<file path="src/rtl/pfba_ram.sv">
// Generic single write port, single read port RAM with registered read data.
module pfba_ram #(
  parameter int WIDTH = 32,
  parameter int DEPTH = 128
) (
  input  logic                     clk,
  input  logic                     we,
  input  logic [$clog2(DEPTH)-1:0] waddr,
  input  logic [WIDTH-1:0]         wdata,
  input  logic                     re,
  input  logic [$clog2(DEPTH)-1:0] raddr,
  output logic [WIDTH-1:0]         rdata
);

  logic [WIDTH-1:0] mem_r [DEPTH];
  logic [WIDTH-1:0] rdata_r;

  // Write and registered read
  always_ff @(posedge clk) begin
    if (we) begin
      mem_r[waddr] <= wdata;
    end
    if (re) begin
      rdata_r <= mem_r[raddr];
    end
  end

  assign rdata = rdata_r;

endmodule

</file>
<file path="config.mk">
export PLATFORM = sky130hd
export DESIGN_NAME = pfba_ram
export DESIGN_NICKNAME = d
export VERILOG_FILES = /design/src/rtl/pfba_ram.sv
export SDC_FILE = /design/constraint.sdc
export NUM_CORES = 2
export LEC_CHECK = 0
export BUFFER_PORTS_ARGS = -buffer_cell sky130_fd_sc_hd__buf_2
export CELL_PAD_IN_SITES_DETAIL_PLACEMENT = 0
export CELL_PAD_IN_SITES_GLOBAL_PLACEMENT = 1
export CORE_ASPECT_RATIO = 1.5
export CORE_MARGIN = 3
export CORE_UTILIZATION = 52
export DETAILED_ROUTE_END_ITERATION = 12
export HOLD_SLACK_MARGIN = 0.12
export PLACE_DENSITY_LB_ADDON = 0.25
export SETUP_SLACK_MARGIN = 0.1
export SLEW_MARGIN = 20
export SYNTH_ARGS = -nofsm -noshare
export SYNTH_HDL_FRONTEND = slang
export SYNTH_SLANG_ARGS = --single-unit
</file>
<file path="constraint.sdc">
create_clock -name clk -period 3 [get_ports clk]
set_input_delay 0 -clock clk [delete_from_list [all_inputs] [get_ports clk]]
set_output_delay 0 -clock clk [all_outputs]
set_load 0.02 [all_outputs]
</file>
Word-level counts from Yosys, hierarchy flattened. Memory sizes are Yosys's and may differ from the RTL's. A register that Yosys moved wholly into a read port is not among the register bits. Cells that the tools add are included.

Mux-type cells: 2.

Operators by type and width (count): 2-to-1 mux 1 bit (2).

Register bits after elaboration: 0. RAM bits: 4096. Bits of input ports: 49. Output and inout port bits: 32. Logic and storage cells: 3. Memories: 1.

Memories: mem_r (words 128, bits a word 32, rd ports 1, clocked after Yosys merged registers in 1, wr ports 1, line 15) `logic [WIDTH-1:0] mem_r [DEPTH];`.

Depth between registers and ports, before layout.
Depth after elaboration: 2. Mapped depth: 8. Gate-level depth less buffers: 4.

Worst setup path after synthesis. No wires, ideal clock.

Path kind: input to register. From: input port we. To: memory mem_r[98][0] (enable). Arrival: 2.778 ns. Data required time: 2.539 ns. Setup slack: -0.239 ns. Stages on the path: 3. Path buffers: 1. Cells stage by stage: clkbuf_1 > nand4_1 > nor3_1.

Cells in the longest elaborated chain, start to end: 2.

RTL lines: from (decl) (line 7) `input logic we,`; 2-to-1 mux 1 bit (line 20) `if (we) begin`; 2-to-1 mux 1 bit (not written as such) (line 21) `mem_r[waddr] <= wdata;`; to (decl) (line 15).

Every way passes these cells.

==> flow_summary.toml <==
[worst_setup_path]
end_kind = "register"
cp.arrival_ns = 3.53
crit_required_ns = 3.66
reg2reg_slack_ns = 0.13
reg2reg_from = "mem_r[69][30]"
path_class = "register to register"
cp_slowest_cell = "mux4_2"
critPathTopFamily = "multiplexers"
crit_fanout = 4
r2r_end = "rdata[30]"
crit_chain = "mux4_2, mux4_2, mux4_2, mux2_2"
r2r_cells = 4
cp_slowest_stage_delay_ns = 0.80
start_kind = "register"
crit_buf_inv = 0
cp_common_cell = "mux4_2"

[synthesis]
ys_warn_count = 0
synth_edf_count = 4128
postSynth.asyncResetShare_pct = 0
syn_area_um2 = 157000
syn_area_per_cell_um2 = 26.1
post-synth-top-count-cell = "edfxtp_1"
synth_top_flop_cell = "edfxtp_1"
yosys.area.top_type = "edfxtp_1"
ys_seq_elements = 4128
synth_commonest_cells = "4128 x edfxtp_1, 1344 x mux4_2, 182 x clkbuf_1"
yosysSeqAreaShare_pct = 79.2
syn-num-nets = 6039
yosysTopAreaCellShare_pct = 79.2
synth.top_cells.by_area = "edfxtp_1 79%, mux4_2 19%, clkbuf_1 0.44%"
synthCells = 5990
synth_cell_type_count = 16

[sta]
relSlewSlack_pct = 21.8
hold_violations = 0
setup_viol = 0
tightestPinTransition_ns = 1.17
worst_slack_ns = 0.127
final_max_slew_viol_count = 0
finalCritPeriodShare_pct = 95.8
rsz0062_at_grt = "false"
fin_worst_skew_ns = 0.0653
fin_crit_ns = 2.87
fmax_ghz = 0.348

[hold_path]
holdPathEnd = "mem_r[120][2]"
min_path_cells = 2
min_path_type = "input pin to register"
min_from = "wdata[2]"

[cts]
post_cts_buffers = 0
cts_tree = "built"
clkSinkCount = 4128
cts_buffer_depth = 4
cts.repair.resized = 0
cts_buffers = 370
htree_levels = 5
cts-hold-fix-buffers = 47
root_buffer = "clkbuf_16"
clk_pin_slew_ns = 0.07
clk_latency_ns = 0.90

[detailed_routing]
initialDrtViolationCount = 9380
drtPass1Iterations = 5
postRouteAntennaNets = 0
vias_per_cell = 6.54
drc = 0
vias = 72125
wl_per_cell_um = 38.8
wl_um = 427000

[cells_and_area]
final_util_pct = 60.4
area_growth_pct = 15.5
fin_nets = 6748
multi_input_area_um2 = 32300
n_fill_cell = 20083
regArea_um2 = 124000
drive_gt1_share_pct = 37.6

[die]
ios = 81
dieHeight_um = 678
coreArea_um2 = 299000
die-area_um2 = 308000
start_util_pct = 52.3
rows = 246
die_w_um = 454

[power]
p_per_area_nw_per_um2 = 648
leakagePower_nw = 55.7
irDropWorstVdd_v = 0.000442

[placement]
dp_slack_ns = -0.345
globalplace.congestion = 0.812
dpl.hpwl_um = 255000
io_buffers = 80

[grt]
grt_pass1_vias = 73883
grtUsageTotal_pct = 28.2
antenna_found_initial = 66
grt_max_degree = 129
overflow = 0
grt_pass1_wl_um = 596000

[run]
maxCapViolCount = 0

[outcome]
status = "complete, no violations"
## routing by layer
layer	up-vias	share of wire [%]	global-route usage, %
met5	-	0.048	0
met4	28	4.7	11.8
met3	710	8.4	4.51
met2	3678	52	47.6
met1	39815	35	36.9
li1	27894	-	-
## power breakdown
part / leakage, nW / internal (mW) / switching, mW
registers: 37.1 / 63.7 / 0.208
logic: 12.9 / 2.76 / 4.01
clock network: 5.67 / 25.9 / 20.5
total: 55.7 / 92.4 / 24.7
## cells in the final DEF (no fill, tap or decap), types with 40 or more instances in the layout
master            n
nor2_4          119
buf_12          224
dlygate4sd3_1    47
edfxtp_1       4128
clkinv_2         62
clkbuf_1         62
mux4_2         1344
clkbuf_16       377
buf_4           335
clkinv_1         78
diode_2          78
buf_2            40
## sequential cells by signal, indices dropped and copies added, names as in the netlist
name	count
rdata	32
mem_r	4096
## through the flow
stage	TNS [ns]	hold WS (ns)	cell area, µm²	power (mW)	std cells
floorplan	-21.75	0.0989	157000	68.2	5990
finish	0	0.204	181000	117	11020
CTS	0	0.146	181000	118	10942
global route	0	0.202	181000	120	10987
detailed placement	-4.19	0.496	169000	72.0	10248
global placement	-3.73	0.512	169000	71.8	10248
## how the worst max path moves through the flow
| stage | endpoint | startpoint | cells past startpoint |
|---|---|---|---|
| floorplan | mem_r[98][0] | we | 3 |
| global placement | rdata[30] | raddr[0] | 8 |
| detailed placement | rdata[30] | raddr[0] | 8 |
| CTS | rdata[30] | mem_r[87][30] | 4 |
| global route | rdata[30] | mem_r[87][30] | 4 |
| finish | rdata[30] | mem_r[69][30] | 4 |
## cell type report
cell class	instances	area share, %
clock inverters	208	1.06
diodes	78	0.108
repair buffers	653	4.29
well taps	3968	2.75
clock buffers	439	5.35
multi-input cells	1546	17.9
flip-flops and latches	4128	68.6
## kinds of logic (layout without fill, tap and decap cells)
| logic type | Yosys count | after routing | share of synthesized area [%] |
|---|---|---|---|
| flip-flops | 4128 | 4128 | 79.2 |
| multiplexers | 1376 | 1376 | 19.6 |
| buffers and inverters | 316 | 1300 | 0.837 |
| AND/OR/NAND/NOR | 170 | 170 | 0.445 |
| other | 0 | 78 | 0 |
No activity file was read; power rests on OpenSTA's default activity.
