**config.mk**
```make
export PLATFORM = sky130hd
export DESIGN_NAME = pfba_scan
export DESIGN_NICKNAME = d
export VERILOG_FILES = /design/src/rtl/pfba_pkg.sv /design/src/rtl/pfba_scan.sv
export SDC_FILE = /design/constraint.sdc
export NUM_CORES = 1
export LEC_CHECK = 0
export ABC_AREA = 1
export BUFFER_PORTS_ARGS = -buffer_cell sky130_fd_sc_hd__buf_2
export CAP_MARGIN = 20
export CORE_ASPECT_RATIO = 2
export CORE_MARGIN = 2
export CORE_UTILIZATION = 47
export DETAILED_ROUTE_END_ITERATION = 8
export PLACE_DENSITY = 0.81
export SLEW_MARGIN = 20
export SYNTH_ARGS = -nofsm -noshare
export SYNTH_HDL_FRONTEND = slang
export SYNTH_SLANG_ARGS = --single-unit
```
**constraint.sdc**
```tcl
create_clock -name vclk -period 2.8
set_input_delay 0.14 -clock vclk [all_inputs]
set_output_delay 0.14 -clock vclk [all_outputs]
set_load 0.02 [all_outputs]
```
**src/rtl/pfba_pkg.sv**
```systemverilog
// Shared constants, types and a helper function of the page frame bitmap allocator.
package pfba_pkg;

  // Bitmap geometry
  localparam int FRAME_COUNT  = 4096;
  localparam int PAGE_COUNT   = 4096;
  localparam int WORD_BITS    = 32;
  localparam int OUT_REACH    = 4096;
  localparam int SEARCH_LIMIT = (FRAME_COUNT < OUT_REACH) ? FRAME_COUNT : OUT_REACH;
  localparam int FRAME_WORDS  = (FRAME_COUNT + WORD_BITS - 1) / WORD_BITS;
  localparam int PAGE_WORDS   = (PAGE_COUNT + WORD_BITS - 1) / WORD_BITS;
  localparam int SCAN_WORDS   = (SEARCH_LIMIT + WORD_BITS - 1) / WORD_BITS;
  localparam int FW_AW        = $clog2(FRAME_WORDS);
  localparam int PW_AW        = $clog2(PAGE_WORDS);
  localparam int BIT_W        = $clog2(WORD_BITS);
  localparam int SCNT_W       = $clog2(SCAN_WORDS + 1);

  // Field widths
  localparam int FIELD_W  = 12;
  localparam int RES_W    = 13;
  localparam int STATUS_W = 2;
  localparam int CNT_W    = 14;

  // Command codes
  localparam logic CMD_ALLOC = 1'b0;
  localparam logic CMD_FREE  = 1'b1;

  // Status codes
  localparam logic [STATUS_W-1:0] STAT_OK        = 2'd0;
  localparam logic [STATUS_W-1:0] STAT_PAGE_USED = 2'd1;
  localparam logic [STATUS_W-1:0] STAT_NO_FRAME  = 2'd2;

  // Result of examining one frame bitmap word
  typedef struct packed {
    logic             found;
    logic [BIT_W-1:0] bit_idx;
  } scan_res_t;

  // Mask of the bits b of a word starting at frame base with base + b < bound
  function automatic logic [WORD_BITS-1:0] low_mask(input logic [CNT_W-1:0] bound,
                                                    input logic [CNT_W-1:0] base);
    logic [CNT_W:0]         diff;
    logic [WORD_BITS-1:0]   mask;
    diff = {1'b0, bound} - {1'b0, base};
    if (diff[CNT_W]) begin
      mask = '0;
    end else if (diff >= (CNT_W+1)'(WORD_BITS)) begin
      mask = '1;
    end else begin
      mask = ~({WORD_BITS{1'b1}} << diff[BIT_W-1:0]);
    end
    return mask;
  endfunction

endpackage

```
**src/rtl/pfba_scan.sv**
```systemverilog
// Word scan unit: applies reserved and search bounds, finds the lowest free frame bit.
module pfba_scan (
  input  logic [pfba_pkg::WORD_BITS-1:0] word,
  input  logic [pfba_pkg::FW_AW-1:0]     word_idx,
  input  logic [pfba_pkg::RES_W-1:0]     reserved,
  output pfba_pkg::scan_res_t            res
);
  import pfba_pkg::*;

  logic [CNT_W-1:0]     base;
  logic [WORD_BITS-1:0] busy;

  // Merge stored marks with reserved frames and frames past the search bound
  always_comb begin
    base = CNT_W'(word_idx) << BIT_W;
    busy = word
         | low_mask(CNT_W'(reserved), base)
         | ~low_mask(CNT_W'(SEARCH_LIMIT), base);
  end

  // Priority encode the lowest clear bit
  always_comb begin
    res.found   = 1'b0;
    res.bit_idx = '0;
    for (int b = WORD_BITS - 1; b >= 0; b--) begin
      if (!busy[b]) begin
        res.found   = 1'b1;
        res.bit_idx = BIT_W'(b);
      end
    end
  end

endmodule

```
* After elaboration in Yosys (flattened, before gate mapping)
Index checks and enable logic that the tools add are counted.
** Storage, ports and cells
- Flip-flop bits (word level) :: 0
- Output and inout port bits :: 6
- Word-level logic and storage cells :: 47
** Operators by class
- $add $sub $neg :: 2
- $lt $le $gt $ge :: 2
- Shift-type cells :: 2
- Multiplexer cells :: 36
- Bitwise operators :: 5
** Operators with widths (count)
- $mux 6 :: 32
- $mux 32 :: 4
- $not 32->32 :: 3
- $or 32x32->32 :: 2
- $shl 32x5->32 const A :: 2
- $ge 15x6->1 const B :: 2
- $sub 13x12->14 :: 1
- $sub 13x12->14 const A :: 1

* Longest topological paths before layout
Gate-level depths: netlist of the first run.
- Depth in word-level cells :: 39
- Mapped depth :: 44

* Worst setup path after synthesis of the first run
No wires, ideal clock.
- Kind :: input-to-output
- From :: input reserved[5] (netlist name)
- To :: output res[4] (netlist name)
- Arrival :: 3047 ps
- Data required time :: 2660 ps
- Setup slack :: -387 ps
- Stages :: 23
- Cells stage by stage :: inv_1 > ha_1 > clkinv_1 > fa_1 > nand2_1 > nand2_1 > nand3_2 > nand2_1 > nand2_2 > nand2_1 > nand2_1 > inv_2 > nand2_4 > nand2_8 > nand2_1 > buf_2 > nor3_1 > or2_2 > nor3_1 > inv_1 > nor2_1 > inv_1 > nor3b_1
** RTL lines
- start: declaration :: RTL line pfba_scan.sv:5 : input logic [pfba_pkg::RES_W-1:0] reserved,
- end: declaration :: RTL line pfba_scan.sv:6 : output pfba_pkg::scan_res_t res

==> metrics.cfg, run 1 <==
[run_status]
result_of_the_run=finished with violations
violations=negative setup slack

[setup_path]
cp.arrival_ps=3690
delay_contributed_by_the_slowest_stage_of_the_critical_path_ps=430
critPathSlowestCell=sky130_fd_sc_hd__fa_2
critical_path.max_fanout=4
critPathKind=in -> out
timing.critical_path.from_type=input port
setup.worst_path.start=reserved[5]
cp_common_cell=sky130_fd_sc_hd__nand2_1
endpoint_kind=output port
cp_required_ps=2660

[timing]
timing.fmax_ghz=0.261
worst_max_slew_pin_slew_ps=438
timing.final.max_slew_violations=0
max_slew_margin_vs_limit=0.707
setup_slack_ps=-1030
final_hold_viol_count=0
period_needed_ps=3830
report.final.setup_viol=6
min_period_over_period=1.37
rsz0062_at_grt=true
fin_setup_tns_ps=-3840

[final_layout]
layout.sequential_cells=0
ff_latch_area_um2=0
antennaDiodeCount=0
post-route-cell-area_mm2=0.00240
fill_cells=213
final_net_count=465
drive_above_1_share=0.427
syn_to_final_growth_pct=68.6
final_cell_mix=sky130_fd_sc_hd__nand2_1 (79), sky130_fd_sc_hd__buf_4 (53), sky130_fd_sc_hd__inv_1 (52)
multi_input_area_mm2=0.00132
mostFrequentLayoutCell=sky130_fd_sc_hd__nand2_1
clock_buffers=0

[yosys]
synth_sequential_area_ratio=0
synthesized_net_count=352
synthCells=292
mappedNetlistArea_mm2=0.00143
yosys_warnings=0
post_synth.cell_area_avg_um2=4.88
distinct_cells_synth=37

[grt]
grt_overflow=0
first_pass_grt_wire_length_mm=8.56
grtUsageTotal=0.307
initial_antenna_violation_count=0
first_global_vias=2271
grt_start_max_net_pins=11

[pwr]
p_leak_nw=1.43
total_power_w=0.000647
vdd.ir_drop.worst_mv=0.163
p_per_area_mw_per_mm2=269

[floorplanning]
chipHeight_um=81.9
ios=58
core_area_mm2=0.00294
starting_density=0.485
fp.dieArea_mm2=0.00352
chipWidth_um=43.0
std_cell_rows=28

[min_path]
worst_hold_path.num_cells=5
min_to=res[0]
holdCritStartpoint=word[1]
min_path_type=in -> out

[drt]
number_of_vias_per_cell_after_detailed_routing=5.43
firstDrtPassIters=4
drc=0
via_count=2352
wire_per_inst_um=13.8
detail-route-antenna-nets=0
drt_first_iter_violations=67
drt-total-wl_mm=5.98

[job]
maximum_capacitance_violations=0

[place]
port_buffers=58
dpl-instance-area_mm2=0.00216
gp_routability_congestion=0.911
detailed_place_hpwl_mm=4.34

[clock_tree]
cts_hold_repair.buffers=0

layout make-up:
class | instances | share of cell area
multi-input combinational | 225 | 0.549
timing repair buffer | 114 | 0.326
inverter | 64 | 0.109
tap | 30 | 0.0156
metal layers:
metal | share of wire | wire length, µm | GRT usage
met5 | 0 | 0 | 0
met4 | 0.073 | 435 | 0.167
met3 | 0.043 | 257 | 0.00879
met2 | 0.56 | 3340 | 0.652
met1 | 0.33 | 1940 | 0.271
kinds of logic (layout without fill, tap and decap cells):
kind of cell               after synthesis  count (layout)  share of synthesized area
AOI/OAI and AO/OA                       38              38                      0.173
adders and majority gates                8               8                     0.0754
buffers and inverters                   67             178                      0.184
and+or+nand+nor                        179             179                      0.568
what timing repair did:
action,CTS,global route
pin swaps,31,34
endpoints found under the hold margin,0,0
setup endpoints to repair,6,6
setup buffers,11,1
resized for setup,23,28
stage by stage:
stage | setup slack (ps) | utilization | hold slack, ps | cells
final | -1030 | 0.817 | 661 | 433
after global routing | -1290 | 0.817 | 683 | 433
after CTS | -898 | 0.784 | 671 | 435
after detailed placement | -982 | 0.733 | 685 | 425
after global placement | -786 | 0.733 | 677 | 425
after floorplan | -244 | - | 469 | 292
critical path: cells and delay by family:
kind	cells	cell delay [ps]
buffers and inverters	7	560
adders and majority gates	2	580
and+or+nand+nor	33	2230
AOI/OAI and AO/OA	3	200
cells in the mapped netlist (all sizes together) (2+ instances only):
master | number | area share
and3 | 3 | 0.013
a21oi | 17 | 0.062
a211oi | 3 | 0.019
a211o | 2 | 0.012
buf | 2 | 0.011
ha | 7 | 0.061
o21ai | 3 | 0.013
nor3 | 16 | 0.056
nand2 | 93 | 0.27
o21bai | 7 | 0.037
nand3 | 16 | 0.063
inv | 62 | 0.16
or2 | 2 | 0.0088
o31ai | 2 | 0.011
nor2 | 44 | 0.13
a31oi | 3 | 0.013
clkinv | 2 | 0.0053
nand4 | 2 | 0.0088
where the power goes:
group,switching (W),internal (W),total (W)
Combinational,0.000353,0.000295,0.000647
Sequential,0,0,0
Clock,0,0,0
Total,0.000353,0.000295,0.000647
worst max path at each step:
stage	cells after the start	endpoint
6_report	45	res[0]
5_1_grt	47	res[0]
4_1_cts	43	res[0]
3_5_place_dp	43	res[0]
3_3_place_gp	43	res[0]
2_1_floorplan	41	res[0]
Power figures use the tool's default switching activity.
==> inputs of run 2 (changes only) <==
--- a/config.mk
+++ b/config.mk
@@ -5,14 +5,13 @@
 export SDC_FILE = /design/constraint.sdc
 export NUM_CORES = 1
 export LEC_CHECK = 0
-export ABC_AREA = 1
 export BUFFER_PORTS_ARGS = -buffer_cell sky130_fd_sc_hd__buf_2
 export CAP_MARGIN = 20
 export CORE_ASPECT_RATIO = 2
 export CORE_MARGIN = 2
-export CORE_UTILIZATION = 47
+export CORE_UTILIZATION = 48
 export DETAILED_ROUTE_END_ITERATION = 8
-export PLACE_DENSITY = 0.81
+export PLACE_DENSITY = 0.82
 export SLEW_MARGIN = 20
 export SYNTH_ARGS = -nofsm -noshare
 export SYNTH_HDL_FRONTEND = slang
==> run 2 against run 1 <==
  * The run still ends with negative setup slack left
  * Routed wire length increased by 27%
  * Critical path depth decreased by 30
  * Global-route usage increased by 8.1 points
  * Area after synthesis increased by 7.5%
  * Sequential cell count unchanged
  * Cell area increased by 3.5%
  * Cell count decreased by 13%
  * Die area increased by 4.8%
  * Clock-buffer cell count unchanged
  * Maximum frequency increased by 25%
  * Highest routed layer unchanged
  * Sequential share of layout area unchanged
  * Critical endpoint unchanged
==> metrics.cfg, run 2 <==
[yosys]
distinct_cells_synth=63  ; +70%
yosys.area.top_type_share=0.0947  ; -0.132
synthesized_net_count=306  ; -13%
yosys_warnings=0  ; unchanged
mappedNetlistArea_mm2=0.00153  ; +7.5%
ys_top_cells_by_area=sky130_fd_sc_hd__a21oi_1 (9.5%), sky130_fd_sc_hd__ha_1 (5.7%), sky130_fd_sc_hd__nand2_1 (5.6%)
synth_sequential_area_ratio=0  ; unchanged
ys_top_cells_by_count=sky130_fd_sc_hd__a21oi_1 (29), sky130_fd_sc_hd__nand2_1 (23), sky130_fd_sc_hd__inv_1 (16)
post_synth.cell_area_avg_um2=6.23  ; +28%
synth_top_cell_by_area=sky130_fd_sc_hd__a21oi_1
synthCells=246  ; -16%
synth_most_common_cell=sky130_fd_sc_hd__a21oi_1

[drt]
via_count=2608  ; +11%
drt-total-wl_mm=7.62  ; +27%
firstDrtPassIters=5  ; +1
drt_first_iter_violations=147  ; +120%
drc=0  ; unchanged
detail-route-antenna-nets=0  ; unchanged
wire_per_inst_um=20.3  ; +47%
number_of_vias_per_cell_after_detailed_routing=6.95  ; +28%

[setup_path]
cp.arrival_ps=2920  ; -770 ps
critPathKind=in -> out
endpoint_kind=output port
critical_path.max_fanout=7  ; +3
timing.critical_path.from_type=input port
cp_required_ps=2660  ; about the same

[final_layout]
clock_buffers=0  ; unchanged
mostFrequentLayoutCell=sky130_fd_sc_hd__buf_4
final_net_count=406  ; -13%
drive_above_1_share=0.456  ; +0.0296
final_core_utilization=0.798  ; -0.0193
ff_latch_area_um2=0  ; unchanged
finish.cell_count_without_fillers=375  ; -13%
antennaDiodeCount=0  ; unchanged
syn_to_final_growth_pct=62.4
layout.sequential_cells=0  ; unchanged
final_cell_mix=sky130_fd_sc_hd__buf_4 (55), sky130_fd_sc_hd__buf_2 (51), sky130_fd_sc_hd__nand2_1 (22)

[timing]
timing.final.max_slew_violations=0  ; unchanged
worst_max_slew_pin_slew_ps=544  ; +106 ps
holdWs_ps=774  ; +113 ps
report.final.setup_viol=6  ; unchanged
setup_slack_ps=-257  ; +778 ps
fin_setup_tns_ps=-917  ; +2920 ps
final_hold_viol_count=0  ; unchanged
timing.fmax_ghz=0.327  ; +25%
period_needed_ps=3060  ; -778 ps
min_period_over_period=1.09  ; -0.278
rsz0062_at_grt=true
max_slew_margin_vs_limit=0.635  ; -0.0723

[job]
maximum_capacitance_violations=0  ; unchanged

[floorplanning]
chipHeight_um=83.9  ; +2.5%
ios=58  ; unchanged
fp.dieArea_mm2=0.00369  ; +4.8%
core_area_mm2=0.00312  ; +6.0%
std_cell_rows=29  ; +3.6%
chipWidth_um=44.0  ; +2.3%
starting_density=0.491  ; +0.00648

[clock_tree]
cts_hold_repair.buffers=0  ; unchanged

[pwr]
p_per_area_mw_per_mm2=261  ; -3.1%
p_leak_nw=1.18  ; -17%
vdd.ir_drop.worst_mv=0.169  ; +3.2%

[grt]
grt_start_max_net_pins=22  ; +11
grt_overflow=0  ; unchanged
grtUsageTotal=0.388  ; +0.0813
first_global_vias=2485  ; +9.4%
first_pass_grt_wire_length_mm=11.2  ; +31%
initial_antenna_violation_count=0  ; unchanged

[place]
dp_cells=367  ; -14%
detailed_place_hpwl_mm=5.36  ; +24%
port_buffers=58  ; unchanged
gp_routability_congestion=1.05  ; +16%

[min_path]
min_path_type=in -> out

[run_status]
violations=negative setup slack
result_of_the_run=finished with violations

-- run 2: final timing paths --
check,startpoint,to,depth (start not counted)
setup / recovery,reserved[5],res[0],15
hold / removal,word[3],res[0],5
-- run 2: per-stage QoR --
stage / total power [W] / area (µm²) / setup slack [ps]
floorplan: 0.000305 / 1570 / -18.1
global placement: 0.000510 / 2180 / -254
detailed placement: 0.000518 / 2180 / -320
CTS: 0.000573 / 2350 / -112
global route: 0.000687 / 2490 / -374
finish: 0.000649 / 2490 / -257
-- run 2: logic make-up (layout without fill, tap and decap cells) --
group | Yosys count | count (layout) | share of synthesized area
AOI/OAI and AO/OA | 119 | 119 | 0.534
buffers and inverters | 30 | 128 | 0.0841
xor gates and xnor gates | 1 | 1 | 0.00572
and+or+nand+nor | 87 | 87 | 0.300
adders and majority gates | 9 | 9 | 0.0767
-- run 2: power breakdown --
part / total [W] / leakage (nW) / switching [W] / internal (W)
sequential: 0 / 0 / 0 / 0
clock: 0 / 0 / 0 / 0
combinational: 0.000649 / 1.18 / 0.000349 / 0.000300
total: 0.000649 / 1.18 / 0.000349 / 0.000300
-- run 2: repair_timing --
item	CTS	global route
endpoints found under the hold margin	0	0
resized for setup	29	28
setup buffers	6	2
pin swaps	15	7
gates cloned	0	0
setup endpoints to repair	6	6
-- run 2: worst max-delay path, cell delays in order --
cell                        delay, ps
sky130_fd_sc_hd__buf_6            100
sky130_fd_sc_hd__inv_4             50
sky130_fd_sc_hd__ha_4             130
sky130_fd_sc_hd__inv_2             30
sky130_fd_sc_hd__fa_2             340
sky130_fd_sc_hd__a21o_4           230
sky130_fd_sc_hd__a311o_2          390
sky130_fd_sc_hd__buf_4            180
sky130_fd_sc_hd__a31oi_4          160
sky130_fd_sc_hd__a2bb2oi_2        200
sky130_fd_sc_hd__nor2_1            80
sky130_fd_sc_hd__a221oi_2         400
sky130_fd_sc_hd__o32a_1           250
sky130_fd_sc_hd__o22ai_2           60
sky130_fd_sc_hd__buf_4            160
-- run 2: metal layers --
layer  track usage  up-vias  wire (µm)
li1              -     1160          -
met1         0.362     1230       2380
met2         0.742      166       4230
met3        0.0455       52        477
met4         0.212        0        532
met5             0        -          0
-- run 2: cell type report --
class | instances | area [µm²]
fillers | 214 | 631
well taps | 31 | 38.8
repair buffers | 112 | 736
multi-input cells | 216 | 1650
inverters | 16 | 62.6
==> inputs of run 3 (changes only) <==
--- a/config.mk
+++ b/config.mk
@@ -7,11 +7,13 @@
 export LEC_CHECK = 0
 export BUFFER_PORTS_ARGS = -buffer_cell sky130_fd_sc_hd__buf_2
 export CAP_MARGIN = 20
+export CELL_PAD_IN_SITES_DETAIL_PLACEMENT = 0
+export CELL_PAD_IN_SITES_GLOBAL_PLACEMENT = 1
 export CORE_ASPECT_RATIO = 2
 export CORE_MARGIN = 2
-export CORE_UTILIZATION = 48
+export CORE_UTILIZATION = 32
 export DETAILED_ROUTE_END_ITERATION = 8
-export PLACE_DENSITY = 0.82
+export PLACE_DENSITY_LB_ADDON = 0.1
 export SLEW_MARGIN = 20
 export SYNTH_ARGS = -nofsm -noshare
 export SYNTH_HDL_FRONTEND = slang
==> run 3 against run 2 <==
  * The flow still finishes with violations (negative setup slack)
  * Maximum frequency up 3.6%
  * First-iteration DRC count down 41%
  * Routed wire length down 6.4%
  * Critical path depth down 1
  * Utilization down 26 points
  * Cell count up 6.1%
  * Highest routed layer unchanged
  * Non-clock buffer count down 2
  * Via count down 5.9%
  * Sequential share of layout area unchanged
  * Critical endpoint is now res[1]
  * Combinational power down 4.5%
  * Power down 4.4%
  * Sequential cell count unchanged
==> metrics.cfg, run 3 (synthesis gave the netlist of run 2 again) <==
[run_status]
result_of_the_run=finished with violations
violations=negative setup slack

[timing]
timing.fmax_ghz=0.339  ; +3.6%
fin_setup_tns_ps=-501  ; +416 ps
final_hold_viol_count=0  ; unchanged
max_slew_margin_vs_limit=0.624  ; -0.0109
rsz0062_at_grt=true
holdWs_ps=790  ; +16.0 ps
timing.final.max_slew_violations=0  ; unchanged
report.final.setup_viol=5  ; -1
setup_slack_ps=-152  ; +105 ps
period_needed_ps=2950  ; -105 ps
min_period_over_period=1.05  ; -0.0375
worst_max_slew_pin_slew_ps=558  ; +14.1 ps

[setup_path]
critPathKind=in -> out
setup.worst_path.start=reserved[5]
cp_required_ps=2660  ; about the same
critical_path.max_fanout=5  ; -2
setup.worst_path.end=res[1]
timing.critical_path.from_type=input port
endpoint_kind=output port
cp.arrival_ps=2810  ; -110 ps

[floorplanning]
chipWidth_um=52.9  ; +20%
chipHeight_um=102  ; +21%
starting_density=0.333  ; -0.158
fp.dieArea_mm2=0.00539  ; +46%
std_cell_rows=35  ; +21%
ios=58  ; unchanged
core_area_mm2=0.00460  ; +47%

[grt]
met3_usage=0.0234  ; -0.0221
grt.met2_usage=0.526  ; -0.216
grt_overflow=0  ; unchanged
grtUsageTotal=0.273  ; -0.115
use_met1=0.251  ; -0.112
initial_antenna_violation_count=0  ; unchanged
gr-max-usage-layer=met2
first_global_vias=2449  ; -1.4%
grt_start_max_net_pins=17  ; -23%
first_pass_grt_wire_length_mm=11.2  ; about the same

[drt]
number_of_vias_per_cell_after_detailed_routing=6.17  ; -11%
via_count=2455  ; -5.9%
drc=0  ; unchanged
drt-total-wl_mm=7.13  ; -6.4%
detail-route-antenna-nets=0  ; unchanged
firstDrtPassIters=4  ; -1
drt_first_iter_violations=86  ; -41%
wire_per_inst_um=17.9  ; -12%

[final_layout]
syn_to_final_growth_pct=62.4  ; about the same
antennaDiodeCount=0  ; unchanged
mostFrequentLayoutCell=sky130_fd_sc_hd__buf_2
final_core_utilization=0.541  ; -0.257
final_net_count=405  ; -0.25%
final_cell_mix=sky130_fd_sc_hd__buf_2 (53), sky130_fd_sc_hd__buf_4 (52), sky130_fd_sc_hd__a21oi_1 (21)
ff_latch_area_um2=0  ; unchanged
multi_input_area_mm2=0.00164  ; -0.98%
clock_buffers=0  ; unchanged
fill_cells=500  ; +130%
layout.sequential_cells=0  ; unchanged
drive_above_1_share=0.446  ; -0.0103

[place]
gp_routability_congestion=0.936  ; -11%
port_buffers=58  ; unchanged
post-place-ws_ps=-340  ; -19.9 ps
detailed_place_hpwl_mm=5.72  ; +6.6%

[min_path]
worst_hold_path.num_cells=5  ; unchanged
min_path_type=in -> out

[pwr]
p_per_area_mw_per_mm2=249  ; -4.4%
vdd.ir_drop.worst_mv=0.129  ; -24%
p_leak_nw=1.17  ; -1.4%
total_power_w=0.000620  ; -4.4%

[job]
maximum_capacitance_violations=0  ; unchanged

==> run 3: timing repair <==
item / 4_1_cts / 5_1_grt
endpoints found under the hold margin: 0 / 0
hold buffers: 0 / 0
resized for setup: 33 / 14
endpoints found under the setup margin: 6 / 6
buffers inserted: 1 / 0
pin swaps: 13 / 2
cloned: 1 / 0
==> run 3: power breakdown <==
| part | total, W | switching, W | internal, W |
|---|---|---|---|
| clock | 0 | 0 | 0 |
| sequential | 0 | 0 | 0 |
| combinational | 0.000620 | 0.000327 | 0.000293 |
==> run 3: how the worst min path moves through the flow <==
stage / end / from
CTS: res[0] / word[3]
floorplan: res[0] / word[3]
detailed placement: res[0] / word[3]
finish: res[0] / word[3]
global route: res[0] / word[3]
global placement: res[0] / word[3]
==> run 3: through the flow <==
step	instances	area, µm²
floorplan	246	1570
global placement	396	2260
detailed placement	396	2260
CTS	398	2410
global route	398	2490
finish	398	2490
==> run 3: area by class of cell <==
type               count  area share
well taps             55      0.0277
multi-input cells    217       0.658
repair buffers       110       0.290
inverters             16      0.0251
==> run 3: worst max-delay path: stages <==
cell and delay [ps]:
sky130_fd_sc_hd__buf_6 100, sky130_fd_sc_hd__inv_4 40, sky130_fd_sc_hd__ha_4 120, sky130_fd_sc_hd__inv_2 30, sky130_fd_sc_hd__fa_2 350, sky130_fd_sc_hd__a21o_4 240, sky130_fd_sc_hd__a311o_2 400, sky130_fd_sc_hd__a31o_1 200
sky130_fd_sc_hd__a21oi_1 120, sky130_fd_sc_hd__a21oi_1 60, sky130_fd_sc_hd__o31a_1 240, sky130_fd_sc_hd__or4_4 490, sky130_fd_sc_hd__a31oi_4 150, sky130_fd_sc_hd__buf_6 130
==> run 3: layer usage <==
metal / routed length (µm) / share of wire
met3: 282 / 0.040
met2: 3910 / 0.55
met1: 2300 / 0.32
met5: 0 / 0
met4: 636 / 0.089
